File: config.mk
export PLATFORM = sky130hd
export DESIGN_NAME = adaptive_deviation_resampler_top
export DESIGN_NICKNAME = d
export VERILOG_FILES = /design/src/rtl/adr_pkg.sv /design/src/rtl/adr_ram.sv /design/src/rtl/adr_front.sv /design/src/rtl/adr_core.sv /design/src/rtl/adr_out.sv /design/src/rtl/adaptive_deviation_resampler_top.sv
export SDC_FILE = /design/constraint.sdc
export NUM_CORES = 2
export LEC_CHECK = 0
export BUFFER_PORTS_ARGS = -buffer_cell sky130_fd_sc_hd__buf_2
export CAP_MARGIN = 15
export CORE_UTILIZATION = 35
export CTS_CLUSTER_SIZE = 12
export DETAILED_ROUTE_END_ITERATION = 10
export PLACE_DENSITY = 0.5
export SYNTH_ARGS = -nofsm -noshare
export SYNTH_HDL_FRONTEND = slang
export SYNTH_SLANG_ARGS = --single-unit
File: constraint.sdc
create_clock -name i_clk -period 5 [get_ports i_clk]
set_input_delay 0.5 -clock i_clk [delete_from_list [all_inputs] [get_ports i_clk]]
set_output_delay 0.5 -clock i_clk [all_outputs]
set_load 0.1 [all_outputs]
File: src/rtl/adr_pkg.sv
`timescale 1ns / 1ps

package adr_pkg;

    localparam int SAMPLE_BITS   = 16;
    localparam int INDEX_BITS    = 16;
    localparam int THR_BITS      = 15;
    localparam int GAP_BITS      = 16;
    localparam int CFG_IDX_BITS  = 1;
    localparam int CFG_DATA_BITS = 16;
    localparam int IN_DATA_BITS  = 16;
    localparam int OUT_DATA_BITS = 32;
    localparam int QUEUE_DEPTH   = 4;

    localparam logic [INDEX_BITS-1:0] INDEX_MAX = '1;

    localparam logic [CFG_IDX_BITS-1:0] CFG_DEV_THRESHOLD = 1'b0;
    localparam logic [CFG_IDX_BITS-1:0] CFG_MAX_GAP       = 1'b1;

    localparam logic [THR_BITS-1:0] THR_RESET = 15'd164;
    localparam logic [GAP_BITS-1:0] GAP_RESET = 16'd100;

    typedef enum logic [3:0] {
        ST_IDLE,
        ST_FIRST,
        ST_READ,
        ST_SUM,
        ST_DIFF,
        ST_DECIDE,
        ST_CTRL,
        ST_POINT,
        ST_NEXT,
        ST_FLUSH_SET,
        ST_TRAIL,
        ST_FINISH
    } t_state;

    typedef struct packed {
        logic signed [SAMPLE_BITS-1:0] sample;
        logic                          buf_end;
    } t_item;

    typedef struct packed {
        logic                          push;
        logic                          close;
        logic                          buf_end;
        logic signed [SAMPLE_BITS-1:0] value;
        logic [INDEX_BITS-1:0]         index;
    } t_emit_cmd;

endpackage

File: src/rtl/adr_ram.sv
`timescale 1ns / 1ps

module adr_ram #(
    parameter int WIDTH = 16,
    parameter int DEPTH = 52,
    localparam int ADDR_W = $clog2(DEPTH)
) (
    input  logic              i_clk,
    input  logic              i_we,
    input  logic [ADDR_W-1:0] i_waddr,
    input  logic [WIDTH-1:0]  i_wdata,
    input  logic [ADDR_W-1:0] i_raddr_a,
    input  logic [ADDR_W-1:0] i_raddr_b,
    output logic [WIDTH-1:0]  o_rdata_a,
    output logic [WIDTH-1:0]  o_rdata_b
);

    logic [WIDTH-1:0] r_mem [DEPTH];
    logic [WIDTH-1:0] r_rdata_a;
    logic [WIDTH-1:0] r_rdata_b;

    always_ff @(posedge i_clk) begin
        if (i_we) begin
            r_mem[i_waddr] <= i_wdata;
        end
        r_rdata_a <= r_mem[i_raddr_a];
        r_rdata_b <= r_mem[i_raddr_b];
    end

    assign o_rdata_a = r_rdata_a;
    assign o_rdata_b = r_rdata_b;

endmodule

File: src/rtl/adr_front.sv
`timescale 1ns / 1ps

module adr_front import adr_pkg::*; #(
    parameter int MAX_SAMPLES = 65536,
    localparam int POS_W = $clog2(MAX_SAMPLES + 1)
) (
    input  logic                    i_clk,
    input  logic                    i_rst_n,
    input  logic                    s_axis_tvalid,
    output logic                    s_axis_tready,
    input  logic [IN_DATA_BITS-1:0] s_axis_tdata,   // [15:0] sample_value
    input  logic                    s_axis_tlast,   // buffer_end
    output logic                    o_q_valid,
    output t_item                   o_q_item,
    output logic [POS_W-1:0]        o_q_pos,
    input  logic                    i_q_pop
);

    localparam int QP_W  = $clog2(QUEUE_DEPTH);
    localparam int CNT_W = $clog2(QUEUE_DEPTH + 1);

    t_item            r_q_item [QUEUE_DEPTH];
    logic [POS_W-1:0] r_q_pos  [QUEUE_DEPTH];
    logic [QP_W-1:0]  r_wp;
    logic [QP_W-1:0]  r_rp;
    logic [CNT_W-1:0] r_count;
    logic [POS_W-1:0] r_pos;

    logic [QP_W-1:0]  n_wp;
    logic [QP_W-1:0]  n_rp;
    logic [CNT_W-1:0] n_count;
    logic [POS_W-1:0] n_pos;
    logic             w_push;

    assign s_axis_tready = (r_count != CNT_W'(QUEUE_DEPTH));
    assign w_push        = s_axis_tvalid && s_axis_tready;
    assign o_q_valid     = (r_count != '0);
    assign o_q_item      = r_q_item[r_rp];
    assign o_q_pos       = r_q_pos[r_rp];

    always_comb begin
        n_wp    = r_wp;
        n_rp    = r_rp;
        n_count = r_count;
        n_pos   = r_pos;
        if (w_push) begin
            n_wp = r_wp + QP_W'(1);
            if (s_axis_tlast) begin
                n_pos = '0;
            end else if (r_pos == POS_W'(MAX_SAMPLES)) begin
                n_pos = r_pos;
            end else begin
                n_pos = r_pos + POS_W'(1);
            end
        end
        if (i_q_pop) begin
            n_rp = r_rp + QP_W'(1);
        end
        if (w_push && !i_q_pop) begin
            n_count = r_count + CNT_W'(1);
        end else if (!w_push && i_q_pop) begin
            n_count = r_count - CNT_W'(1);
        end
    end

    always_ff @(posedge i_clk) begin
        if (!i_rst_n) begin
            r_wp    <= '0;
            r_rp    <= '0;
            r_count <= '0;
            r_pos   <= '0;
        end else begin
            r_wp    <= n_wp;
            r_rp    <= n_rp;
            r_count <= n_count;
            r_pos   <= n_pos;
        end
    end

    always_ff @(posedge i_clk) begin
        if (w_push) begin
            r_q_item[r_wp] <= '{sample: $signed(s_axis_tdata), buf_end: s_axis_tlast};
            r_q_pos[r_wp]  <= r_pos;
        end
    end

endmodule

File: src/rtl/adr_core.sv
`timescale 1ns / 1ps

module adr_core import adr_pkg::*; #(
    parameter int HALF_WINDOW = 25,
    parameter int MAX_SAMPLES = 65536,
    localparam int POS_W = $clog2(MAX_SAMPLES + 1)
) (
    input  logic                i_clk,
    input  logic                i_rst_n,
    input  logic                i_q_valid,
    input  t_item               i_q_item,
    input  logic [POS_W-1:0]    i_q_pos,
    output logic                o_q_pop,
    input  logic [THR_BITS-1:0] i_dev_thr,
    input  logic [GAP_BITS-1:0] i_max_gap,
    output t_emit_cmd           o_cmd,
    input  logic                i_cmd_ready
);

    localparam int WIN_LEN  = 2 * HALF_WINDOW + 1;
    localparam int RING_LEN = 2 * HALF_WINDOW + 2;
    localparam int PTR_W    = $clog2(RING_LEN);
    localparam int K_W      = $clog2(HALF_WINDOW + 1);
    localparam int SUM_W    = SAMPLE_BITS + $clog2(WIN_LEN);
    localparam int DIFF_W   = SUM_W + 1;
    localparam int LIMIT_W  = THR_BITS + $clog2(WIN_LEN);
    localparam int CMP_W    = ((POS_W > INDEX_BITS) ? POS_W : INDEX_BITS) + 1;

    localparam logic signed [SUM_W-1:0] WIN_LEN_S = SUM_W'(WIN_LEN);
    localparam logic [LIMIT_W-1:0]      WIN_LEN_U = LIMIT_W'(WIN_LEN);
    localparam logic [PTR_W-1:0]        RING_LAST = PTR_W'(RING_LEN - 1);

    function automatic logic [PTR_W-1:0] ring_back(input logic [PTR_W-1:0] ptr,
                                                   input logic [PTR_W-1:0] age);
        logic [PTR_W:0] t;
        t = {1'b0, ptr} - {1'b0, age};
        if (t[PTR_W]) begin
            t = t + (PTR_W + 1)'(RING_LEN);
        end
        return t[PTR_W-1:0];
    endfunction

    function automatic logic [INDEX_BITS-1:0] sat_idx(input logic [CMP_W-1:0] v);
        return (v > CMP_W'(INDEX_MAX)) ? INDEX_MAX : v[INDEX_BITS-1:0];
    endfunction

    t_state                        r_state, n_state;
    logic [PTR_W-1:0]              r_ptr, n_ptr;
    logic [PTR_W-1:0]              r_addr_v, n_addr_v;
    logic [PTR_W-1:0]              r_addr_s, n_addr_s;
    logic signed [SAMPLE_BITS-1:0] r_x, n_x;
    logic                          r_end, n_end;
    logic [POS_W-1:0]              r_pos, n_pos;
    logic                          r_add, n_add;
    logic                          r_sub, n_sub;
    logic                          r_dec, n_dec;
    logic [POS_W-1:0]              r_i, n_i;
    logic                          r_flush, n_flush;
    logic [K_W-1:0]                r_k, n_k;
    logic signed [SUM_W-1:0]       r_sum, n_sum;
    logic signed [SAMPLE_BITS-1:0] r_v, n_v;
    logic signed [SUM_W-1:0]       r_v51, n_v51;
    logic signed [DIFF_W-1:0]      r_diff, n_diff;
    logic signed [CMP_W-1:0]       r_gapd, n_gapd;
    logic                          r_ctrl_ok, n_ctrl_ok;
    logic signed [SAMPLE_BITS-1:0] r_prev, n_prev;
    logic [INDEX_BITS-1:0]         r_lpp, n_lpp;
    logic [LIMIT_W-1:0]            r_limit;

    logic                          w_we;
    logic [PTR_W-1:0]              w_ptr_inc;
    logic signed [SAMPLE_BITS-1:0] w_rd_v;
    logic signed [SAMPLE_BITS-1:0] w_rd_s;
    logic signed [SUM_W-1:0]       w_add_term;
    logic signed [SUM_W-1:0]       w_sub_term;
    logic signed [DIFF_W-1:0]      w_lim;
    logic                          w_dev;
    logic                          w_gap;

    adr_ram #(
        .WIDTH (SAMPLE_BITS),
        .DEPTH (RING_LEN)
    ) u_ring (
        .i_clk     (i_clk),
        .i_we      (w_we),
        .i_waddr   (w_ptr_inc),
        .i_wdata   (i_q_item.sample),
        .i_raddr_a (r_addr_v),
        .i_raddr_b (r_addr_s),
        .o_rdata_a (w_rd_v),
        .o_rdata_b (w_rd_s)
    );

    assign w_ptr_inc  = (r_ptr == RING_LAST) ? '0 : r_ptr + PTR_W'(1);
    assign w_add_term = r_add ? SUM_W'(r_x) : SUM_W'(0);
    assign w_sub_term = r_sub ? SUM_W'(w_rd_s) : SUM_W'(0);
    assign w_lim      = $signed(DIFF_W'(r_limit));
    assign w_dev      = (r_diff > w_lim) || (r_diff < -w_lim);
    assign w_gap      = r_gapd > $signed(CMP_W'(i_max_gap));

    always_comb begin
        n_state   = r_state;
        n_ptr     = r_ptr;
        n_addr_v  = r_addr_v;
        n_addr_s  = r_addr_s;
        n_x       = r_x;
        n_end     = r_end;
        n_pos     = r_pos;
        n_add     = r_add;
        n_sub     = r_sub;
        n_dec     = r_dec;
        n_i       = r_i;
        n_flush   = r_flush;
        n_k       = r_k;
        n_sum     = r_sum;
        n_v       = r_v;
        n_v51     = r_v51;
        n_diff    = r_diff;
        n_gapd    = r_gapd;
        n_ctrl_ok = r_ctrl_ok;
        n_prev    = r_prev;
        n_lpp     = r_lpp;
        o_q_pop   = 1'b0;
        w_we      = 1'b0;
        o_cmd     = '0;

        unique case (r_state)
            ST_IDLE: begin
                if (i_q_valid) begin
                    o_q_pop  = 1'b1;
                    w_we     = 1'b1;
                    n_ptr    = w_ptr_inc;
                    n_addr_v = ring_back(w_ptr_inc, PTR_W'(HALF_WINDOW));
                    n_addr_s = ring_back(w_ptr_inc, PTR_W'(WIN_LEN));
                    n_x      = i_q_item.sample;
                    n_end    = i_q_item.buf_end;
                    n_pos    = i_q_pos;
                    n_add    = 1'b1;
                    n_sub    = i_q_pos >= POS_W'(WIN_LEN);
                    n_dec    = i_q_pos >= POS_W'(HALF_WINDOW);
                    n_i      = i_q_pos - POS_W'(HALF_WINDOW);
                    n_flush  = 1'b0;
                    n_state  = (i_q_pos == '0) ? ST_FIRST : ST_READ;
                end
            end
            ST_FIRST: begin
                o_cmd.push  = 1'b1;
                o_cmd.value = r_x;
                o_cmd.index = '0;
                if (i_cmd_ready) begin
                    n_state = ST_SUM;
                end
            end
            ST_READ: begin
                n_state = ST_SUM;
            end
            ST_SUM: begin
                n_sum   = r_sum + w_add_term - w_sub_term;
                n_v     = w_rd_v;
                n_v51   = SUM_W'(w_rd_v) * WIN_LEN_S;
                n_state = r_dec ? ST_DIFF : ST_NEXT;
            end
            ST_DIFF: begin
                n_diff    = DIFF_W'(r_v51) - DIFF_W'(r_sum);
                n_gapd    = $signed(CMP_W'(r_i)) - $signed(CMP_W'(r_lpp));
                n_ctrl_ok = (CMP_W'(r_lpp) + CMP_W'(1)) < CMP_W'(r_i);
                n_state   = ST_DECIDE;
            end
            ST_DECIDE: begin
                if (w_dev && r_ctrl_ok) begin
                    n_state = ST_CTRL;
                end else if (w_dev || w_gap) begin
                    n_state = ST_POINT;
                end else begin
                    n_prev  = r_v;
                    n_state = ST_NEXT;
                end
            end
            ST_CTRL: begin
                o_cmd.push  = 1'b1;
                o_cmd.value = r_prev;
                o_cmd.index = sat_idx(CMP_W'(r_i) - CMP_W'(1));
                if (i_cmd_ready) begin
                    n_state = ST_POINT;
                end
            end
            ST_POINT: begin
                o_cmd.push  = 1'b1;
                o_cmd.value = r_v;
                o_cmd.index = sat_idx(CMP_W'(r_i));
                if (i_cmd_ready) begin
                    n_lpp   = sat_idx(CMP_W'(r_i));
                    n_prev  = r_v;
                    n_state = ST_NEXT;
                end
            end
            ST_NEXT: begin
                if (!r_flush) begin
                    if (r_end) begin
                        n_flush = 1'b1;
                        n_k     = K_W'(HALF_WINDOW - 1);
                        n_state = ST_FLUSH_SET;
                    end else begin
                        n_state = ST_FINISH;
                    end
                end else if (r_k == '0) begin
                    n_state = ST_TRAIL;
                end else begin
                    n_k     = r_k - K_W'(1);
                    n_state = ST_FLUSH_SET;
                end
            end
            ST_FLUSH_SET: begin
                if (r_pos >= POS_W'(r_k)) begin
                    n_addr_v = ring_back(r_ptr, PTR_W'(r_k));
                    n_addr_s = ring_back(r_ptr, PTR_W'(r_k) + PTR_W'(HALF_WINDOW + 1));
                    n_add    = 1'b0;
                    n_sub    = r_pos >= (POS_W'(r_k) + POS_W'(HALF_WINDOW + 1));
                    n_dec    = 1'b1;
                    n_i      = r_pos - POS_W'(r_k);
                    n_state  = ST_READ;
                end else if (r_k == '0) begin
                    n_state = ST_TRAIL;
                end else begin
                    n_k = r_k - K_W'(1);
                end
            end
            ST_TRAIL: begin
                if (CMP_W'(r_lpp) < CMP_W'(r_pos)) begin
                    o_cmd.push  = 1'b1;
                    o_cmd.value = r_prev;
                    o_cmd.index = sat_idx(CMP_W'(r_pos));
                    if (i_cmd_ready) begin
                        n_state = ST_FINISH;
                    end
                end else begin
                    n_state = ST_FINISH;
                end
            end
            ST_FINISH: begin
                o_cmd.close   = 1'b1;
                o_cmd.buf_end = r_end;
                if (i_cmd_ready) begin
                    if (r_end) begin
                        n_sum   = '0;
                        n_prev  = '0;
                        n_lpp   = '0;
                        n_flush = 1'b0;
                    end
                    n_state = ST_IDLE;
                end
            end
            default: begin
                n_state = ST_IDLE;
            end
        endcase
    end

    always_ff @(posedge i_clk) begin
        if (!i_rst_n) begin
            r_state <= ST_IDLE;
            r_ptr   <= '0;
            r_flush <= 1'b0;
            r_sum   <= '0;
            r_prev  <= '0;
            r_lpp   <= '0;
        end else begin
            r_state <= n_state;
            r_ptr   <= n_ptr;
            r_flush <= n_flush;
            r_sum   <= n_sum;
            r_prev  <= n_prev;
            r_lpp   <= n_lpp;
        end
    end

    always_ff @(posedge i_clk) begin
        r_addr_v  <= n_addr_v;
        r_addr_s  <= n_addr_s;
        r_x       <= n_x;
        r_end     <= n_end;
        r_pos     <= n_pos;
        r_add     <= n_add;
        r_sub     <= n_sub;
        r_dec     <= n_dec;
        r_i       <= n_i;
        r_k       <= n_k;
        r_v       <= n_v;
        r_v51     <= n_v51;
        r_diff    <= n_diff;
        r_gapd    <= n_gapd;
        r_ctrl_ok <= n_ctrl_ok;
        r_limit   <= LIMIT_W'(i_dev_thr) * WIN_LEN_U;
    end

endmodule

File: src/rtl/adr_out.sv
`timescale 1ns / 1ps

module adr_out import adr_pkg::*; (
    input  logic                     i_clk,
    input  logic                     i_rst_n,
    input  t_emit_cmd                i_cmd,
    output logic                     o_cmd_ready,
    output logic                     m_axis_tvalid,
    input  logic                     m_axis_tready,
    output logic [OUT_DATA_BITS-1:0] m_axis_tdata,  // [15:0] point_value, [31:16] point_index
    output logic                     m_axis_tlast,  // last_of_run
    output logic                     m_axis_tuser   // buffer_done
);

    logic                          r_hold_valid, n_hold_valid;
    logic signed [SAMPLE_BITS-1:0] r_hold_value, n_hold_value;
    logic [INDEX_BITS-1:0]         r_hold_index, n_hold_index;
    logic                          r_out_valid, n_out_valid;
    logic [OUT_DATA_BITS-1:0]      r_out_data, n_out_data;
    logic                          r_out_last, n_out_last;
    logic                          r_out_user, n_out_user;

    logic w_out_free;
    logic w_take;
    logic w_move;

    assign w_out_free  = !r_out_valid || m_axis_tready;
    assign o_cmd_ready = !r_hold_valid || w_out_free;
    assign w_take      = (i_cmd.push || i_cmd.close) && o_cmd_ready;
    assign w_move      = w_take && r_hold_valid;

    always_comb begin
        n_hold_valid = r_hold_valid;
        n_hold_value = r_hold_value;
        n_hold_index = r_hold_index;
        n_out_valid  = r_out_valid && !m_axis_tready;
        n_out_data   = r_out_data;
        n_out_last   = r_out_last;
        n_out_user   = r_out_user;
        if (w_move) begin
            n_out_valid = 1'b1;
            n_out_data  = {r_hold_index, r_hold_value};
            n_out_last  = i_cmd.close;
            n_out_user  = i_cmd.close && i_cmd.buf_end;
        end
        if (w_take) begin
            n_hold_valid = i_cmd.push;
            if (i_cmd.push) begin
                n_hold_value = i_cmd.value;
                n_hold_index = i_cmd.index;
            end
        end
    end

    always_ff @(posedge i_clk) begin
        if (!i_rst_n) begin
            r_hold_valid <= 1'b0;
            r_out_valid  <= 1'b0;
        end else begin
            r_hold_valid <= n_hold_valid;
            r_out_valid  <= n_out_valid;
        end
    end

    always_ff @(posedge i_clk) begin
        r_hold_value <= n_hold_value;
        r_hold_index <= n_hold_index;
        r_out_data   <= n_out_data;
        r_out_last   <= n_out_last;
        r_out_user   <= n_out_user;
    end

    assign m_axis_tvalid = r_out_valid;
    assign m_axis_tdata  = r_out_data;
    assign m_axis_tlast  = r_out_last;
    assign m_axis_tuser  = r_out_user;

endmodule

File: src/rtl/adaptive_deviation_resampler_top.sv
`timescale 1ns / 1ps

// Resamples buffers of signed Q1.15 samples into (value, index) points. Each sample is compared
// with the average of a centered window of 2*HALF_WINDOW+1 samples, clipped at the buffer
// edges, and a point is sent when the deviation exceeds the threshold or when the index gap
// since the last point exceeds max_gap; a deviating point is preceded by its neighbor as a
// control point when that neighbor lies after the last point, sample 0 is always sent, and the
// item marked with tlast flushes the pending decisions and sends a trailing point when the last
// point lies before it. The input side takes one sample per cycle into a four-entry queue while
// the queue has room; a single sequencer behind it, which shares one window RAM with two
// registered read ports, finishes each sample before it pops the next one, and a buffer-end
// sample also works through each of the HALF_WINDOW pending decisions in turn. The output
// register lets the next transaction be prepared while the current one waits for m_axis_tready.
module adaptive_deviation_resampler_top import adr_pkg::*; #(
    parameter int HALF_WINDOW = 25,
    parameter int MAX_SAMPLES = 65536
) (
    input  logic                     i_clk,
    input  logic                     i_rst_n,
    input  logic                     s_axis_tvalid,
    output logic                     s_axis_tready,
    input  logic [IN_DATA_BITS-1:0]  s_axis_tdata,   // [15:0] sample_value
    input  logic                     s_axis_tlast,   // buffer_end
    output logic                     m_axis_tvalid,
    input  logic                     m_axis_tready,
    output logic [OUT_DATA_BITS-1:0] m_axis_tdata,   // [15:0] point_value, [31:16] point_index
    output logic                     m_axis_tlast,   // last_of_run
    output logic                     m_axis_tuser,   // buffer_done
    input  logic                     i_cfg_we,
    input  logic [CFG_IDX_BITS-1:0]  i_cfg_index,
    input  logic [CFG_DATA_BITS-1:0] i_cfg_data
);

    localparam int POS_W = $clog2(MAX_SAMPLES + 1);

    logic [THR_BITS-1:0] r_dev_thr;
    logic [GAP_BITS-1:0] r_max_gap;

    logic             w_q_valid;
    t_item            w_q_item;
    logic [POS_W-1:0] w_q_pos;
    logic             w_q_pop;
    t_emit_cmd        w_cmd;
    logic             w_cmd_ready;

    always_ff @(posedge i_clk) begin
        if (!i_rst_n) begin
            r_dev_thr <= THR_RESET;
            r_max_gap <= GAP_RESET;
        end else if (i_cfg_we) begin
            unique case (i_cfg_index)
                CFG_DEV_THRESHOLD: r_dev_thr <= i_cfg_data[THR_BITS-1:0];
                CFG_MAX_GAP:       r_max_gap <= i_cfg_data[GAP_BITS-1:0];
            endcase
        end
    end

    adr_front #(
        .MAX_SAMPLES (MAX_SAMPLES)
    ) u_front (
        .i_clk         (i_clk),
        .i_rst_n       (i_rst_n),
        .s_axis_tvalid (s_axis_tvalid),
        .s_axis_tready (s_axis_tready),
        .s_axis_tdata  (s_axis_tdata),
        .s_axis_tlast  (s_axis_tlast),
        .o_q_valid     (w_q_valid),
        .o_q_item      (w_q_item),
        .o_q_pos       (w_q_pos),
        .i_q_pop       (w_q_pop)
    );

    adr_core #(
        .HALF_WINDOW (HALF_WINDOW),
        .MAX_SAMPLES (MAX_SAMPLES)
    ) u_core (
        .i_clk       (i_clk),
        .i_rst_n     (i_rst_n),
        .i_q_valid   (w_q_valid),
        .i_q_item    (w_q_item),
        .i_q_pos     (w_q_pos),
        .o_q_pop     (w_q_pop),
        .i_dev_thr   (r_dev_thr),
        .i_max_gap   (r_max_gap),
        .o_cmd       (w_cmd),
        .i_cmd_ready (w_cmd_ready)
    );

    adr_out u_out (
        .i_clk         (i_clk),
        .i_rst_n       (i_rst_n),
        .i_cmd         (w_cmd),
        .o_cmd_ready   (w_cmd_ready),
        .m_axis_tvalid (m_axis_tvalid),
        .m_axis_tready (m_axis_tready),
        .m_axis_tdata  (m_axis_tdata),
        .m_axis_tlast  (m_axis_tlast),
        .m_axis_tuser  (m_axis_tuser)
    );

    a_pop_needs_entry: assert property (@(posedge i_clk) disable iff (!i_rst_n)
        w_q_pop |-> w_q_valid)
        else $error("Sequencer popped an empty queue.");

    a_cmd_exclusive: assert property (@(posedge i_clk) disable iff (!i_rst_n)
        !(w_cmd.push && w_cmd.close))
        else $error("Point push and item close issued together.");

    a_done_is_last: assert property (@(posedge i_clk) disable iff (!i_rst_n)
        (m_axis_tvalid && m_axis_tuser) |-> m_axis_tlast)
        else $error("Buffer done flag on a transaction that is not the last of its item.");

endmodule

## Word-level counts from Yosys, hierarchy flattened

Memory sizes are Yosys's and may differ from the RTL's. A register that Yosys moved wholly into a read port is not among the register bits.
Cells that the tools add are included.

- Flip-flop bits (word level): 360
- RAM bits: 968
- Memories: 3
- Input bits: 39
- Word-level logic and storage cells: 236
- Output and inout port bits: 36

Memories:

| name | depth | width | read ports | clocked after memory_dff | write ports | line | RTL |
|---|---|---|---|---|---|---|---|
| u_core.u_ring.r_mem | 52 | 16 | 2 | 2 | 1 | adr_ram.sv:18 | `logic [WIDTH-1:0] r_mem [DEPTH];` |
| u_front.r_q_item | 4 | 17 | 1 | 1 | 1 | adr_front.sv:22 | `t_item r_q_item [QUEUE_DEPTH];` |
| u_front.r_q_pos | 4 | 17 | 1 | 1 | 1 | adr_front.sv:23 | `logic [POS_W-1:0] r_q_pos [QUEUE_DEPTH];` |

- Multiply operators: 2
- Add/sub/neg operators: 26
- Bitwise gates (word level): 1
- Muxes and demuxes: 87
- Reductions and logical operators: 42
- Equality and inequality tests: 28
- $lt $le $gt $ge: 12

Operator list:

| cell | count |
|---|---|
| 16-bit two-way mux | 9 |
| 32-bit case mux with 4 select lines | 1 |
| 22-bit two-way mux | 4 |
| 17-bit two-way mux | 4 |
| 6-bit two-way mux | 9 |
| 4-bit two-way mux | 13 |
| 16-bit case mux with 3 select lines | 1 |
| 4-bit case mux with 12 select lines | 1 |
| 22-bit case mux with 2 select lines | 1 |
| 17-bit by 16-bit greater-than comparator with 1-bit output, second input constant | 2 |
| 17-bit case mux with 2 select lines | 1 |
| 32-bit two-way mux | 1 |
| 16-bit case mux with 2 select lines | 1 |
| 6-bit adder, second input constant | 4 |
| 6-bit case mux with 2 select lines | 2 |
| 23-bit by 22-bit greater-than comparator with 1-bit output | 1 |
| 23-bit less-than comparator | 1 |
| 21-bit negation with 23-bit output | 1 |
| 22-bit by 22-bit subtractor with 23-bit output | 1 |
| 22-bit adder | 1 |
| 16-bit by 7-bit multiplier with 22-bit output, second input constant | 1 |
| 22-bit subtractor | 1 |
| 15-bit by 6-bit multiplier with 21-bit output, second input constant | 1 |
| 5-bit two-way mux | 4 |
| other kinds (56) | 132 |

## Logic depth before layout (Yosys ltp)

- Word-level depth: 7
- Gate-level depth with buffers: 19
- Mapped depth without buffers: 17

## By module

Synthesis repeated with hierarchy kept, for this count alone.

- Cells, all modules: 4859
- Area, all modules: 70370.0 um2

Modules (own cells, without submodules):

| module | cells each | instances | seq. area each (um2) | area an instance (um2) |
|---|---|---|---|---|
| adr_ram | 1916 | 1 | 25624.6 | 39310.2 |
| adr_core | 2380 | 1 | 6195.9 | 21311.7 |
| adr_front | 358 | 1 | 4604.4 | 6417.4 |
| adr_out | 79 | 1 | 2021.9 | 2103.3 |
| adaptive_deviation_resampler_top | 126 | 1 | 620.6 | 1227.4 |

## Least setup slack after synthesis

No wires, ideal clock.

- Path kind: reg-to-reg
- Start: register u_core.r_k[1]
- End: register u_core.r_add (enable)
- Setup time: 0.467 ns
- Required time: 4.533 ns
- Setup slack: 0.575 ns
- Period minus slack after synthesis: 4.425 ns
- Arrival: 3.958 ns
- Path buffers: 0
- Cell stages (with the launch flop): 9
- Cell sequence: edfxtp_1 > inv_1 > ha_1 > nor2b_1 > o21ai_0 > a21oi_1 > nor2_1 > nand3_1 > a21boi_0

- Cells in the longest elaborated chain, start to end: 3

RTL lines:

| item | line | RTL |
|---|---|---|
| from (decl) | adr_core.sv:59 | `logic [K_W-1:0] r_k, n_k;` |
| from (signal assigned) | adr_core.sv:287 | `r_k <= n_k;` |
| 17-bit by 5-bit greater-or-equal comparator with 1-bit output | adr_core.sv:214 | `if (r_pos >= POS_W'(r_k)) begin` |
| 2-bit by 1-bit != test with 1-bit output (no line) | n/a |  |
| 3-bit AND reduction (no line) | n/a |  |
| to (signal assigned) | adr_core.sv:283 | `r_add <= n_add;` |
| to (decl) | adr_core.sv:54 | `logic r_add, n_add;` |

No other way between the ends.
A chain may end at the register's enable or synchronous reset.

## Final worst setup path

- Start: register u_core.u_ring.r_rdata_a[3] (netlist: u_core.u_ring.o_rdata_a[3]) (read register of u_core.u_ring.r_mem)
- End: register u_core.r_v51[20], data pin

- Cells in the longest elaborated chain, start to end: 1

RTL lines:

| item | line | RTL |
|---|---|---|
| from (decl) | adr_ram.sv:19 | `logic [WIDTH-1:0] r_rdata_a;` |
| 16-bit by 7-bit multiplier with 22-bit output | adr_core.sv:160 | `n_v51 = SUM_W'(w_rd_v) * WIN_LEN_S;` |
| to (signal assigned) | adr_core.sv:289 | `r_v51 <= n_v51;` |
| to (decl) | adr_core.sv:62 | `logic signed [SUM_W-1:0] r_v51, n_v51;` |

No other way between the ends.

==> results.tsv <==
metric	value	unit
status	complete, no violations	
clock tree buffer depth	3	
multiplexer area fraction after synthesis	19.1	%
post-synth cell types	94	
GRT overflow	0	
worst min-delay path category	in -> reg	
Post-Synth Adder-Cell Area	7.72	%
design area	78500	um^2
r2r startpoint	u_core.u_ring.o_rdata_a[3]$_DFF_P_	
met2 WL post-DR	92800	um
Combinational Power Share	48.3	%
final setup vio count	0	
Post-Synth XOR/XNOR Area	2.38	%
Worst Skew	0.0309	ns
Syn-to-layout area delta	13.9	%
dpl hpwl	124000	um
Hold Crit Start	m_axis_tready	
DP Area	73200	um^2
vias per inst	5.37	
Post-Synthesis Cells	4471	
Cell Pwr Density	679	nW/um^2
Net Switching	0.0204	W
Final period util	89.3	%
Critical Path End Type	flip-flop	
initial antenna violation count	8	
most common cell in the netlist	edfxtp_1	
DRC	0	
Max Used Layer	met4	
Rel. slew slack	17.6	%
DR vias	39900	
Root Buffer	clkbuf_16	
DR pass1 iterations	6	
most frequent cells after synthesis	1,183 x edfxtp_1, 578 x mux4_2, 372 x inv_1	
nets@finish	5096	
#FFs+latches synth	1360	
met3 WL post-DR	9630	um
internal power	0.0330	W
Core Region	195000	um^2
syn nets	4888	
Synth top area share	51.5	%
CTS H-tree depth	4	
final setup TNS	0	ns
largest net degree at the start of global routing	77	
Hold Path Sink	u_out.m_axis_tvalid$_SDFF_PN0_	
EDFF count, synth	1183	
M1 WL	80600	um
sequential-to-total area share from yosys stat	56.7	%
leakage	27.4	nW
max cap viols	0	
Async SR Flop Fraction	0	%
clock network fraction of design power	21.0	%
flop-to-flop setup slack	0.53	ns
crit path DAT	5.01	ns
placed insts	7112	
clock latency on the worst-skew pair	0.81	ns
most used cell, CP	inv_1	
global-route wire length before repair	277000	um
largest family of logic cells by synthesized area	multiplexers	
Min-Delay Path Depth	3	
worst-path cell chain	ha_1, inv_1, fa_1, inv_1, ha_1, inv_1, fa_1, inv_1, ha_1, or4_1, o22ai_1, o21ai_0, nor4_1, o31ai_1, o22a_1, xor2_1	
sequential power share	30.7	%
unrepaired setup endpoints after global routing	false	
Die W	446	um
Compound-Gate Fraction of Synth Area	5.27	%
Mapped Avg Cell Area	15.4	um^2
die area	199000	um^2
1st-iter DRT viols	3320	
Routed Antenna Nets	0	
GRT Util Overall	19.0	%
VDD IR max	0.000716	V
Final Hold Viols	0	
Worst path slowest cell	or4_1	
switching share of power	38.2	%
Routed WL per cell	25.4	um
Die Ht	446	um
post-CTS setup repair buffer count	0	
layout cell share with drive strength beyond 1	23.3	%
crit-path max FO	5	
r2r worst-path depth	16	
worst slew pin tran	1.24	ns
Setup CP Type	reg -> reg	
Initial Util	35.3	%
CTS tree	done	
Clock transition at path regs	0.06	ns
Final Slew Violations	0	
Mapped Area	69000	um^2
Post-Synth Simple-Gate Area	5.69	%
Top-Level Pins	75	
WL final	188000	um
CP required	5.55	ns
main area contributors after synthesis	edfxtp_1 52%, mux4_2 19%, ha_1 5.4%, dfxtp_1 5.1%, fa_1 2.3%	
number of global-route vias before repair	40700	
Inserted Clock Buffers	156	
# port buffers	74	
Clock Sinks	1360	
min Tclk post-route	4.47	ns
Yosys top cell by area	edfxtp_1	
GPL Wtd Cong	0.833	
Synth warnings	0	
Fmax	224	MHz
Post-synth top flop	edfxtp_1	
fin cells	7428	
Crit Reg-Reg Endpoint	u_core.r_v51[20]$_DFFE_PN_	
Startpoint Class	flip-flop	
Core Rows	162	
Crit path largest cell delay	0.53	ns
-- what timing repair did --
action,4_1_cts,5_1_grt
endpoints found under the setup margin,0,16
gates resized for setup,0,2
hold endpoints to repair,99,0
hold buffers,33,0
-- kinds of logic (layout without fill, tap and decap cells) --
kind of cell / Yosys count / in the layout
fa+ha+maj: 378 / 378
other cells: 0 / 3
buf+inv: 567 / 897
compound gates: 562 / 562
mux: 591 / 591
flops: 1360 / 1360
xor+xnor: 187 / 187
simple gates: 826 / 826
-- cell type report --
type                    count  area (um^2)
fillers                 18000       117000
flip-flops and latches   1360        39100
diodes                      3         7.51
multi-input cells        2544        27900
clock buffers             196         4210
repair buffers            242         1930
clock inverters            84          781
inverters                 375         1410
well taps                2624         3280
-- worst max path at each step --
stage                                           to                               start  cells after the start
CTS                 u_core.r_prev[15]$_SDFFE_PN0P_           u_core.r_limit[2]$_DFF_P_                     17
floorplan                   u_core.r_add$_DFFE_PP_             u_core.r_k[1]$_DFFE_PP_                      8
finish                  u_core.r_v51[20]$_DFFE_PN_  u_core.u_ring.o_rdata_a[3]$_DFF_P_                     16
global placement     u_core.r_prev[1]$_SDFFE_PN0P_           u_core.r_limit[2]$_DFF_P_                     17
global route         u_core.r_prev[9]$_SDFFE_PN0P_           u_core.r_limit[2]$_DFF_P_                     18
detailed placement   u_core.r_prev[2]$_SDFFE_PN0P_           u_core.r_limit[2]$_DFF_P_                     17
-- power groups by stage --
| stage | clock network, W | registers, W | logic, W |
|---|---|---|---|
| after floorplan | 0 | 0.0161 | 0.0190 |
| after global placement | 0 | 0.0166 | 0.0258 |
| after detailed placement | 0 | 0.0166 | 0.0260 |
| after CTS | 0.0115 | 0.0164 | 0.0261 |
| after global routing | 0.0119 | 0.0165 | 0.0285 |
| final | 0.0112 | 0.0164 | 0.0258 |
-- layer usage --
layer / up-vias / GRT usage, %
met5: - / 0
met4: 0 / 5.68
met3: 252 / 2.83
met2: 1027 / 31.9
met1: 20700 / 25.4
li1: 17900 / -
-- cell usage in the layout (no fill, tap or decap), drive strengths merged, types with 168 or more instances in the layout --
cell type	n
dfxtp	177
buf	209
clkbuf	196
ha	299
nand2	246
nor2	255
a21oi	168
edfxtp	1183
inv	383
mux4	578
-- per-stage QoR --
stage | power, W | setup slack [ns] | hold WS [ns] | util, %
floorplan | 0.0352 | 0.575 | 0.372 | -
global placement | 0.0424 | 0.444 | 0.401 | 37.5
detailed placement | 0.0426 | 0.277 | 0.406 | 37.5
CTS | 0.0540 | 0.259 | 0.105 | 40.2
global route | 0.0569 | 0.151 | 0.146 | 40.2
finish | 0.0534 | 0.534 | 0.163 | 40.2
-- flip-flops by register name, indices dropped and copies added (netlist names), 21 cells and up, named ones only --
signal and flops:
u_core.u_ring.r_mem 832, u_front.r_q_item 68, u_front.r_q_pos 68, u_out.m_axis_tdata 32, u_core.r_diff 23, u_core.r_sum 22, u_core.r_v51 22, u_core.r_limit 21
-- worst max-delay path, delay by kind of cell (launching register included) --
family                     cells  cell delay [ns]
xor gates and xnor gates       1             0.14
buffers and inverters          4             0.19
adders and majority gates      5             1.76
and+or+nand+nor                2             0.87
AOI/OAI and AO/OA              4             0.89
DFF                            1             0.36
Note: power is estimated with default switching activity, not from simulation.
